===== config.mk =====
export PLATFORM = sky130hd
export DESIGN_NAME = indexed_list_insert_erase
export DESIGN_NICKNAME = d
export VERILOG_FILES = /design/src/design/ili_pkg.sv /design/src/design/ili_ctrl.sv /design/src/design/ili_dp.sv /design/src/design/indexed_list_insert_erase.sv
export SDC_FILE = /design/constraint.sdc
export NUM_CORES = 2
export LEC_CHECK = 0
export CAP_MARGIN = 20
export CELL_PAD_IN_SITES_DETAIL_PLACEMENT = 1
export CELL_PAD_IN_SITES_GLOBAL_PLACEMENT = 1
export CORE_MARGIN = 8
export CORE_UTILIZATION = 53
export CTS_CLUSTER_DIAMETER = 150
export CTS_CLUSTER_SIZE = 28
export DETAILED_ROUTE_END_ITERATION = 6
export DONT_BUFFER_PORTS = 1
export PLACE_DENSITY = 0.78
export SETUP_SLACK_MARGIN = 0.02
export SYNTH_ARGS = -nofsm -noshare
export SYNTH_HDL_FRONTEND = slang
export SYNTH_SLANG_ARGS = --single-unit

===== constraint.sdc =====
create_clock -name clk_i -period 6.2 [get_ports clk_i]
set_clock_uncertainty 0.15 [all_clocks]
set_input_delay 1.24 -clock clk_i [delete_from_list [all_inputs] [get_ports clk_i]]
set_output_delay 1.24 -clock clk_i [all_outputs]
set_load 0.02 [all_outputs]

===== src/design/ili_pkg.sv =====
`default_nettype none
package ili_pkg;

  localparam int unsigned CmdW  = 3;
  localparam int unsigned IdxW  = 7;
  localparam int unsigned WordW = 32;
  localparam int unsigned StW   = 2;

  typedef enum logic [CmdW-1:0] {
    CMD_READ   = 3'd0,
    CMD_INSERT = 3'd1,
    CMD_ERASE  = 3'd2,
    CMD_PUSH   = 3'd3,
    CMD_POP    = 3'd4,
    CMD_CLEAR  = 3'd5,
    CMD_RESIZE = 3'd6,
    CMD_ASSIGN = 3'd7
  } cmd_e;

  typedef enum logic [StW-1:0] {
    ST_OK    = 2'd0,
    ST_RANGE = 2'd1,
    ST_FULL  = 2'd2,
    ST_EMPTY = 2'd3
  } status_e;

  typedef enum logic [2:0] {
    PLAN_NONE = 3'd0,
    PLAN_READ = 3'd1,
    PLAN_UP   = 3'd2,
    PLAN_DOWN = 3'd3,
    PLAN_FILL = 3'd4
  } plan_e;

  typedef struct packed {
    logic [CmdW-1:0]         cmd;
    logic [IdxW-1:0]         position;
    logic signed [WordW-1:0] word_in;
    logic [IdxW-1:0]         new_length;
  } in_t;

  typedef struct packed {
    logic signed [WordW-1:0] word_out;
    logic [StW-1:0]          status;
    logic [IdxW-1:0]         length;
  } out_t;

  typedef struct packed {
    logic cap;
    logic eval;
    logic walk;
    logic put;
    logic fin;
  } ctl_t;

  typedef struct packed {
    plan_e plan;
    logic  up;
    logic  last;
  } sts_t;

endpackage
`default_nettype wire


===== src/design/ili_ctrl.sv =====
`default_nettype none
module ili_ctrl (
  input  wire logic          clk_i,
  input  wire logic          rst_ni,
  input  wire logic          start,
  output logic               busy,
  input  ili_pkg::sts_t      sts_i,
  output ili_pkg::ctl_t      ctl_o
);
  import ili_pkg::*;

  typedef enum logic [4:0] {
    S_IDLE = 5'b00001,
    S_EVAL = 5'b00010,
    S_WALK = 5'b00100,
    S_PUT  = 5'b01000,
    S_DONE = 5'b10000
  } state_e;

  state_e state_q, state_d;

  always_comb begin
    state_d = state_q;
    ctl_o   = '0;
    unique case (state_q)
      S_IDLE: begin
        if (start) begin
          ctl_o.cap = 1'b1;
          state_d   = S_EVAL;
        end
      end
      S_EVAL: begin
        ctl_o.eval = 1'b1;
        if (sts_i.plan == PLAN_UP || sts_i.plan == PLAN_DOWN || sts_i.plan == PLAN_FILL) begin
          state_d = S_WALK;
        end else begin
          state_d = S_DONE;
        end
      end
      S_WALK: begin
        ctl_o.walk = 1'b1;
        if (sts_i.last) begin
          state_d = sts_i.up ? S_PUT : S_DONE;
        end
      end
      S_PUT: begin
        ctl_o.put = 1'b1;
        state_d   = S_DONE;
      end
      S_DONE: begin
        ctl_o.fin = 1'b1;
        state_d   = S_IDLE;
      end
      default: begin
        state_d = S_IDLE;
      end
    endcase
  end

  always_ff @(posedge clk_i or negedge rst_ni) begin
    if (!rst_ni) begin
      state_q <= S_IDLE;
    end else begin
      state_q <= state_d;
    end
  end

  assign busy = (state_q != S_IDLE);

endmodule
`default_nettype wire


===== src/design/ili_dp.sv =====
`default_nettype none
module ili_dp #(
  parameter int unsigned DEPTH = 64
) (
  input  wire logic          clk_i,
  input  wire logic          rst_ni,
  input  ili_pkg::ctl_t      ctl_i,
  input  ili_pkg::in_t       item_i,
  output ili_pkg::sts_t      sts_o,
  output logic               done_o,
  output ili_pkg::out_t      result_o
);
  import ili_pkg::*;

  localparam int unsigned AW = (DEPTH > 1) ? $clog2(DEPTH) : 1;
  localparam int unsigned CW = $clog2(DEPTH + 1);
  localparam int unsigned PW = (CW > IdxW) ? CW : IdxW;
  localparam logic [PW-1:0] DepthP = PW'(DEPTH);

  logic signed [WordW-1:0] mem [DEPTH];

  cmd_e                    cmd_q;
  logic [PW-1:0]           pos_q;
  logic signed [WordW-1:0] word_q;
  logic [PW-1:0]           nl_q;
  logic [CW-1:0]           count_q;
  logic [PW-1:0]           ptr_q;
  plan_e                   plan_q;
  status_e                 st_q;
  logic signed [WordW-1:0] rdata_q;
  logic                    pend_q;
  logic [AW-1:0]           wa_q;
  out_t                    res_q;
  logic                    done_q;

  logic [PW-1:0]           count_p;
  logic [PW-1:0]           ptr_m1;
  plan_e                   plan_c;
  status_e                 st_c;
  logic                    more;
  logic                    full;
  logic                    empty;
  logic [AW-1:0]           raddr;
  logic                    we;
  logic [AW-1:0]           waddr;
  logic signed [WordW-1:0] wdata;

  assign count_p = PW'(count_q);
  assign ptr_m1  = ptr_q - 1'b1;
  assign full    = (count_p == DepthP);
  assign empty   = (count_q == '0);

  always_comb begin
    plan_c = PLAN_NONE;
    st_c   = ST_OK;
    unique case (cmd_q)
      CMD_READ: begin
        if (pos_q >= count_p) begin
          st_c = ST_RANGE;
        end else begin
          plan_c = PLAN_READ;
        end
      end
      CMD_INSERT: begin
        if (pos_q > count_p) begin
          st_c = ST_RANGE;
        end else if (full) begin
          st_c = ST_FULL;
        end else begin
          plan_c = PLAN_UP;
        end
      end
      CMD_ERASE: begin
        if (empty) begin
          st_c = ST_EMPTY;
        end else if (pos_q >= count_p) begin
          st_c = ST_RANGE;
        end else begin
          plan_c = PLAN_DOWN;
        end
      end
      CMD_PUSH: begin
        if (full) begin
          st_c = ST_FULL;
        end else begin
          plan_c = PLAN_UP;
        end
      end
      CMD_POP: begin
        if (empty) begin
          st_c = ST_EMPTY;
        end
      end
      CMD_CLEAR: begin
        st_c = ST_OK;
      end
      CMD_RESIZE: begin
        if (nl_q > DepthP) begin
          st_c = ST_FULL;
        end else if (nl_q > count_p) begin
          plan_c = PLAN_FILL;
        end
      end
      CMD_ASSIGN: begin
        if (nl_q > DepthP) begin
          st_c = ST_FULL;
        end else begin
          plan_c = PLAN_FILL;
        end
      end
    endcase
  end

  always_comb begin
    case (plan_q)
      PLAN_UP:   more = (ptr_q > pos_q);
      PLAN_DOWN: more = (ptr_q < count_p);
      PLAN_FILL: more = (ptr_q < nl_q);
      default:   more = 1'b0;
    endcase
  end

  always_comb begin
    raddr = pos_q[AW-1:0];
    if (ctl_i.walk && plan_q == PLAN_UP) begin
      raddr = ptr_m1[AW-1:0];
    end else if (ctl_i.walk && plan_q == PLAN_DOWN) begin
      raddr = ptr_q[AW-1:0];
    end
  end

  always_comb begin
    we    = 1'b0;
    waddr = wa_q;
    wdata = rdata_q;
    if (pend_q) begin
      we = 1'b1;
    end else if (ctl_i.walk && plan_q == PLAN_FILL && more) begin
      we    = 1'b1;
      waddr = ptr_q[AW-1:0];
      wdata = word_q;
    end else if (ctl_i.put) begin
      we    = 1'b1;
      waddr = pos_q[AW-1:0];
      wdata = word_q;
    end
  end

  always_ff @(posedge clk_i) begin
    if (we) begin
      mem[waddr] <= wdata;
    end
    rdata_q <= mem[raddr];
  end

  always_ff @(posedge clk_i or negedge rst_ni) begin
    if (!rst_ni) begin
      count_q <= '0;
      pend_q  <= 1'b0;
      done_q  <= 1'b0;
    end else begin
      done_q <= ctl_i.fin;
      pend_q <= ctl_i.walk && more && (plan_q == PLAN_UP || plan_q == PLAN_DOWN);
      if (ctl_i.eval && st_c == ST_OK) begin
        case (cmd_q)
          CMD_POP:    count_q <= count_q - 1'b1;
          CMD_CLEAR:  count_q <= '0;
          CMD_RESIZE: begin
            if (plan_c == PLAN_NONE) begin
              count_q <= CW'(nl_q);
            end
          end
          default:    count_q <= count_q;
        endcase
      end
      if (ctl_i.walk && !more) begin
        if (plan_q == PLAN_DOWN) begin
          count_q <= count_q - 1'b1;
        end else if (plan_q == PLAN_FILL) begin
          count_q <= CW'(nl_q);
        end
      end
      if (ctl_i.put) begin
        count_q <= count_q + 1'b1;
      end
    end
  end

  always_ff @(posedge clk_i) begin
    if (ctl_i.cap) begin
      cmd_q  <= cmd_e'(item_i.cmd);
      pos_q  <= (cmd_e'(item_i.cmd) == CMD_PUSH) ? count_p : PW'(item_i.position);
      word_q <= item_i.word_in;
      nl_q   <= PW'(item_i.new_length);
    end
    if (ctl_i.eval) begin
      plan_q <= plan_c;
      st_q   <= st_c;
      case (plan_c)
        PLAN_UP:   ptr_q <= count_p;
        PLAN_DOWN: ptr_q <= PW'(pos_q + 1'b1);
        PLAN_FILL: ptr_q <= (cmd_q == CMD_ASSIGN) ? '0 : count_p;
        default:   ptr_q <= ptr_q;
      endcase
    end
    if (ctl_i.walk && more) begin
      if (plan_q == PLAN_UP) begin
        ptr_q <= ptr_m1;
        wa_q  <= ptr_q[AW-1:0];
      end else begin
        ptr_q <= PW'(ptr_q + 1'b1);
        wa_q  <= ptr_m1[AW-1:0];
      end
    end
    if (ctl_i.fin) begin
      res_q.word_out <= (plan_q == PLAN_READ) ? rdata_q : '0;
      res_q.status   <= st_q;
      res_q.length   <= IdxW'(count_q);
    end
  end

  assign sts_o.plan = plan_c;
  assign sts_o.up   = (plan_q == PLAN_UP);
  assign sts_o.last = !more;

  assign done_o   = done_q;
  assign result_o = res_q;

endmodule
`default_nettype wire


===== src/design/indexed_list_insert_erase.sv =====
// Read, pop, clear, truncating resize and every failed command go from capture through
// evaluation to the done state and the registered result strobe; insert and push add a
// shift walk and a write of the new entry, erase a shift walk, and a fill a walk over the
// slots filled. One item is in flight at a time, so a new item is taken only after the last;
// shifts and fills move one entry per cycle. The receiver cannot stall the result.
// Reset clears the length and the controller; the entry memory is not cleared.
`default_nettype none
module indexed_list_insert_erase #(
  parameter int unsigned DEPTH = 64
) (
  input  wire logic          clk_i,
  input  wire logic          rst_ni,
  input  wire logic          start,
  output logic               busy,
  input  ili_pkg::in_t       item_i,
  output logic               done_o,
  output ili_pkg::out_t      result_o
);
  import ili_pkg::*;

  ctl_t ctl;
  sts_t sts;

  ili_ctrl u_ctrl (
    .clk_i  (clk_i),
    .rst_ni (rst_ni),
    .start  (start),
    .busy   (busy),
    .sts_i  (sts),
    .ctl_o  (ctl)
  );

  ili_dp #(
    .DEPTH (DEPTH)
  ) u_dp (
    .clk_i    (clk_i),
    .rst_ni   (rst_ni),
    .ctl_i    (ctl),
    .item_i   (item_i),
    .sts_o    (sts),
    .done_o   (done_o),
    .result_o (result_o)
  );

endmodule
`default_nettype wire


==> results by group <==
Outcome
  • Run status: completed

Power
  • Switch share: between 30% and 40%
  • Register share of total power: between 50 and 60%
  • Clock power share: between 20% and 30%
  • Internal: roughly 0.023 W
  • P_sw: between 0.01 and 0.015 W
  • LEAKAGE: roughly 32 nW
  • Power Dens Cells: 372 nW/um^2
  • Max rail drop VDD: roughly 260 uV
  • Combinational Power Share: approximately a quarter

Timing
  • Tmin final: around 5.6 ns
  • Final setup vio count: 0
  • FMAX: about 180 MHz
  • RSZ-0062 raised after global routing: false
  • Setup TNS: 0 ns
  • Slew Limit Fails: 0
  • Max_slew headroom: about a fifth
  • Slew @ Worst Pin: 1.21 ns
  • Final hold violation count: 0
  • Period utilization: about nine tenths

Synth
  • XOR/XNOR Fraction of Synth Area: less than 1%
  • Synth Area in Compound Gates: 6.73%
  • Mean post-synth cell area: between 10 and 15 sq um
  • Synth Area in Simple Gates: around 15%
  • Asr flop ratio synth: less than 1%
  • Synth Instances: around 6400
  • Synth Area in Adders: less than 1%
  • EDFF count, synth: approximately 2200
  • Sequential area share after synthesis: 74.7%
  • Yosys cell types: 78
  • Syn Nets: 6536
  • Synth Flop Type: edfxtp_1
  • Combinational family with the most area after synthesis: simple AND/OR/NAND/NOR gates
  • Cell area after synthesis: 88000 sq um
  • Yosys warnings: 0
  • Mux share of post-synthesis cell area: 0.625%
  • Seq cells post-synth: 2202

GRT
  • Wire length of the first global-routing pass: 405 mm
  • Total grt overflow: 0
  • GRT Util Overall: between 30% and 40%
  • Vias in the first global route: a little under 60000
  • Largest net degree at the start of global routing: 156
  • Initial antenna violation count: 19

Detailed routing
  • 1st-pass router iterations: 6
  • First DRT Iteration DRCs: between 7000 and 8000
  • DRC viols: 0
  • DR vias/cell: 6.65
  • Detail Route Antenna Nets: 0
  • Routed vias: roughly 58000
  • Routed WL: 284 mm
  • Routed length per instance: about 33 um

Layout
  • Layout cells sized above 1: roughly a tenth
  • Area added between synthesis and finish: 8.10%
  • Fin nets: 6506
  • Layout Cells excl Fill: between 8000 and 9000

Critical path
  • CP Max Fanout: 23
  • Critical Path Sink Type: register
  • CP required: approximately 6.5 ns
  • Most frequent CP cell: buf_4
  • CP peak stage delay: between 1 and 1.5 ns
  • CP Class: reg2reg
  • Crit path DAT: just under 6 ns
  • Startpoint Class: register
  • Critical-path top delay cell: nor2_4
  • Critical path, cell by cell: ha_1, a21o_1, a21oi_1, nor2b_1, a221o_1, a311o_1, nand2_1, o221ai_1, buf_4, nand3_1, nor2_4, buf_4

Clock tree
  • H-tree Lvls: 3
  • Clk_lat worst skew: just under 0.8 ns
  • Post-cts gate resize count: 0
  • Cts bufs inserted: 88
  • CTS Hold Bufs: 1
  • Root Driver: clkbuf_16
  • Clock Sinks: 2202
  • CTS clk-pin slew, worst paths: ~0.13 ns
  • CTS tree: built
  • Clk buf depth: 3
  • Total setup buffers inserted after CTS: 0

Placement
  • Port Buffer Count: 0
  • Dpl cells: about 8500
  • Global placement routability congestion: 0.911
  • Post-detail-place hpwl: around 180 mm

Floorplanning
  • Starting density of the core: 53.4%
  • Io pins: between 90 and 100
  • Cell Rows: about 150
  • Die area: roughly 180000 sq um
  • Die span in x: 424 um
  • Die span in y: about 420 um
  • Core area: 165000 sq um

Min path
  • Hold Crit Class: in2async

Run
  • Max Cap Viol: 0
## path summary, 6_finish.rpt
kind / from / end / slack, ns / depth (start not counted)
max: u_dp.ptr_q[5]$_DFFE_PP_ / u_dp.mem[58][18]$_DFFE_PP_ / 0.63 / 12
max reg2reg: u_dp.ptr_q[5]$_DFFE_PP_ / u_dp.mem[58][18]$_DFFE_PP_ / 0.63 / 12
max in group asynchronous: rst_ni / u_dp.pend_q$_DFF_PN0_ / 4.62 / 1
min in group clk_i: u_dp.st_q[0]$_DFFE_PN_ / u_dp.result_o[7]$_DFFE_PP_ / 0.30 / 0
min: rst_ni / u_ctrl.state_q[0]$_DFFE_PN1P_ / 0.14 / 0
min reg2reg: u_dp.st_q[0]$_DFFE_PN_ / u_dp.result_o[7]$_DFFE_PP_ / 0.30 / 0
## metal layers
| layer | vias up | wire (um) | global-route usage, % |
|---|---|---|---|
| met5 | - | 42 | 0 |
| met4 | 6 | 17400 | 15.8 |
| met3 | 694 | 28200 | 6.91 |
| met2 | 3041 | 135000 | 49.8 |
| met1 | 30000 | 104000 | 38.8 |
| li1 | 23900 | - | - |
## cell type report
type                       instances  area [sq um]
multi-input combinational       3772         21100
tap                             2189          2740
timing repair buffer             315          2970
antenna                           13          32.5
fill                           15700         69800
clock inverter                     8          88.8
clock buffer                     132          2390
sequential                      2202         65700
inverter                          35           136
## sequential cells by signal (all words and copies together), names as in the netlist
register and flops:
u_dp.result_o 41, u_dp.count_p 7, u_dp.pend_q 1, u_dp.ptr_q 7
u_dp.mem 2048, u_dp.plan_q 3, u_dp.wa_q 6, u_dp.pos_q 7
u_dp.st_q 2, u_dp.rdata_q 32, u_dp.word_q 32, u_dp.cmd_q 3
u_ctrl.state_q 5, u_dp.nl_q 7, u_dp.done_o 1
## synth_stat cells, drive strengths merged, types with 7 or more instances
cell | n | area (sq um)
inv | 34 | 128
o21ai | 31 | 155
nor2 | 102 | 413
o41ai | 104 | 911
dfxtp | 32 | 641
o22ai | 7 | 50.1
a311oi | 428 | 3750
a31oi | 16 | 100
nand2 | 2101 | 7890
xnor2 | 26 | 228
nor3 | 19 | 105
a32oi | 24 | 210
nand3 | 174 | 871
and3 | 443 | 2770
nand4 | 45 | 282
edfxtp | 2156 | 64700
and2 | 38 | 240
nor3b | 7 | 68.8
a221oi | 9 | 78.8
a21o | 8 | 60.1
mux4 | 24 | 541
clkbuf | 186 | 698
a21oi | 36 | 199
ha | 40 | 500
buf | 249 | 1300
nor2b | 13 | 88.8
dfrtp | 13 | 325
## critical path, delay by kind of cell (launching register included)
family | cells | cell delay [ns]
DFF | 1 | 0.61
and+or+nand+nor | 4 | 2.18
AOI/OAI and AO/OA | 5 | 1.38
buffers and inverters | 2 | 0.50
adders and majority gates | 1 | 0.40
## per-stage QoR
stage	total power [W]	cell area (sq um)	hold slack, ns	setup WS [ns]	util [%]
finish	0.0354	95200	0.140	0.632	57.7
global route	0.0361	95200	0.108	0.516	57.7
CTS	0.0351	95100	0.104	0.805	57.6
detailed placement	0.0282	92600	0.269	0.851	56.1
global placement	0.0277	92400	0.256	0.497	56.0
floorplan	0.0237	88000	0.250	1.59	-
## power groups by stage
stage               clock network (W)  logic (W)  registers [W]
global placement                    0    0.00848         0.0193
floorplan                           0    0.00458         0.0191
global route                  0.00758    0.00958         0.0189
CTS                           0.00722    0.00898         0.0189
finish                        0.00721    0.00924         0.0189
detailed placement                  0    0.00894         0.0193
## cell usage in the layout, fill, tap and decap left out, types with 40 or more instances in the layout
| master | netlist | routed |
|---|---|---|
| edfxtp_1 | 2156 | 2156 |
| nand2_1 | 2100 | 2067 |
| and3_1 | 443 | 443 |
| a311oi_1 | 428 | 428 |
| buf_4 | 17 | 256 |
| nand3_1 | 174 | 174 |
| clkbuf_16 | 0 | 89 |
| nor2_4 | 1 | 67 |
| o41ai_1 | 104 | 67 |
| buf_12 | 0 | 48 |
| nand4_1 | 45 | 45 |
| clkbuf_1 | 186 | 43 |
| ha_1 | 40 | 40 |
## cells by family after synthesis
group	Yosys count
flip-flops	2202
multiplexers	25
buffers and inverters	470
XOR/XNOR	31
AND/OR/NAND/NOR	2968
adder cells (fa/ha/maj)	40
AO/OA/AOI/OAI	708
(Power assumes the default switching activity.)
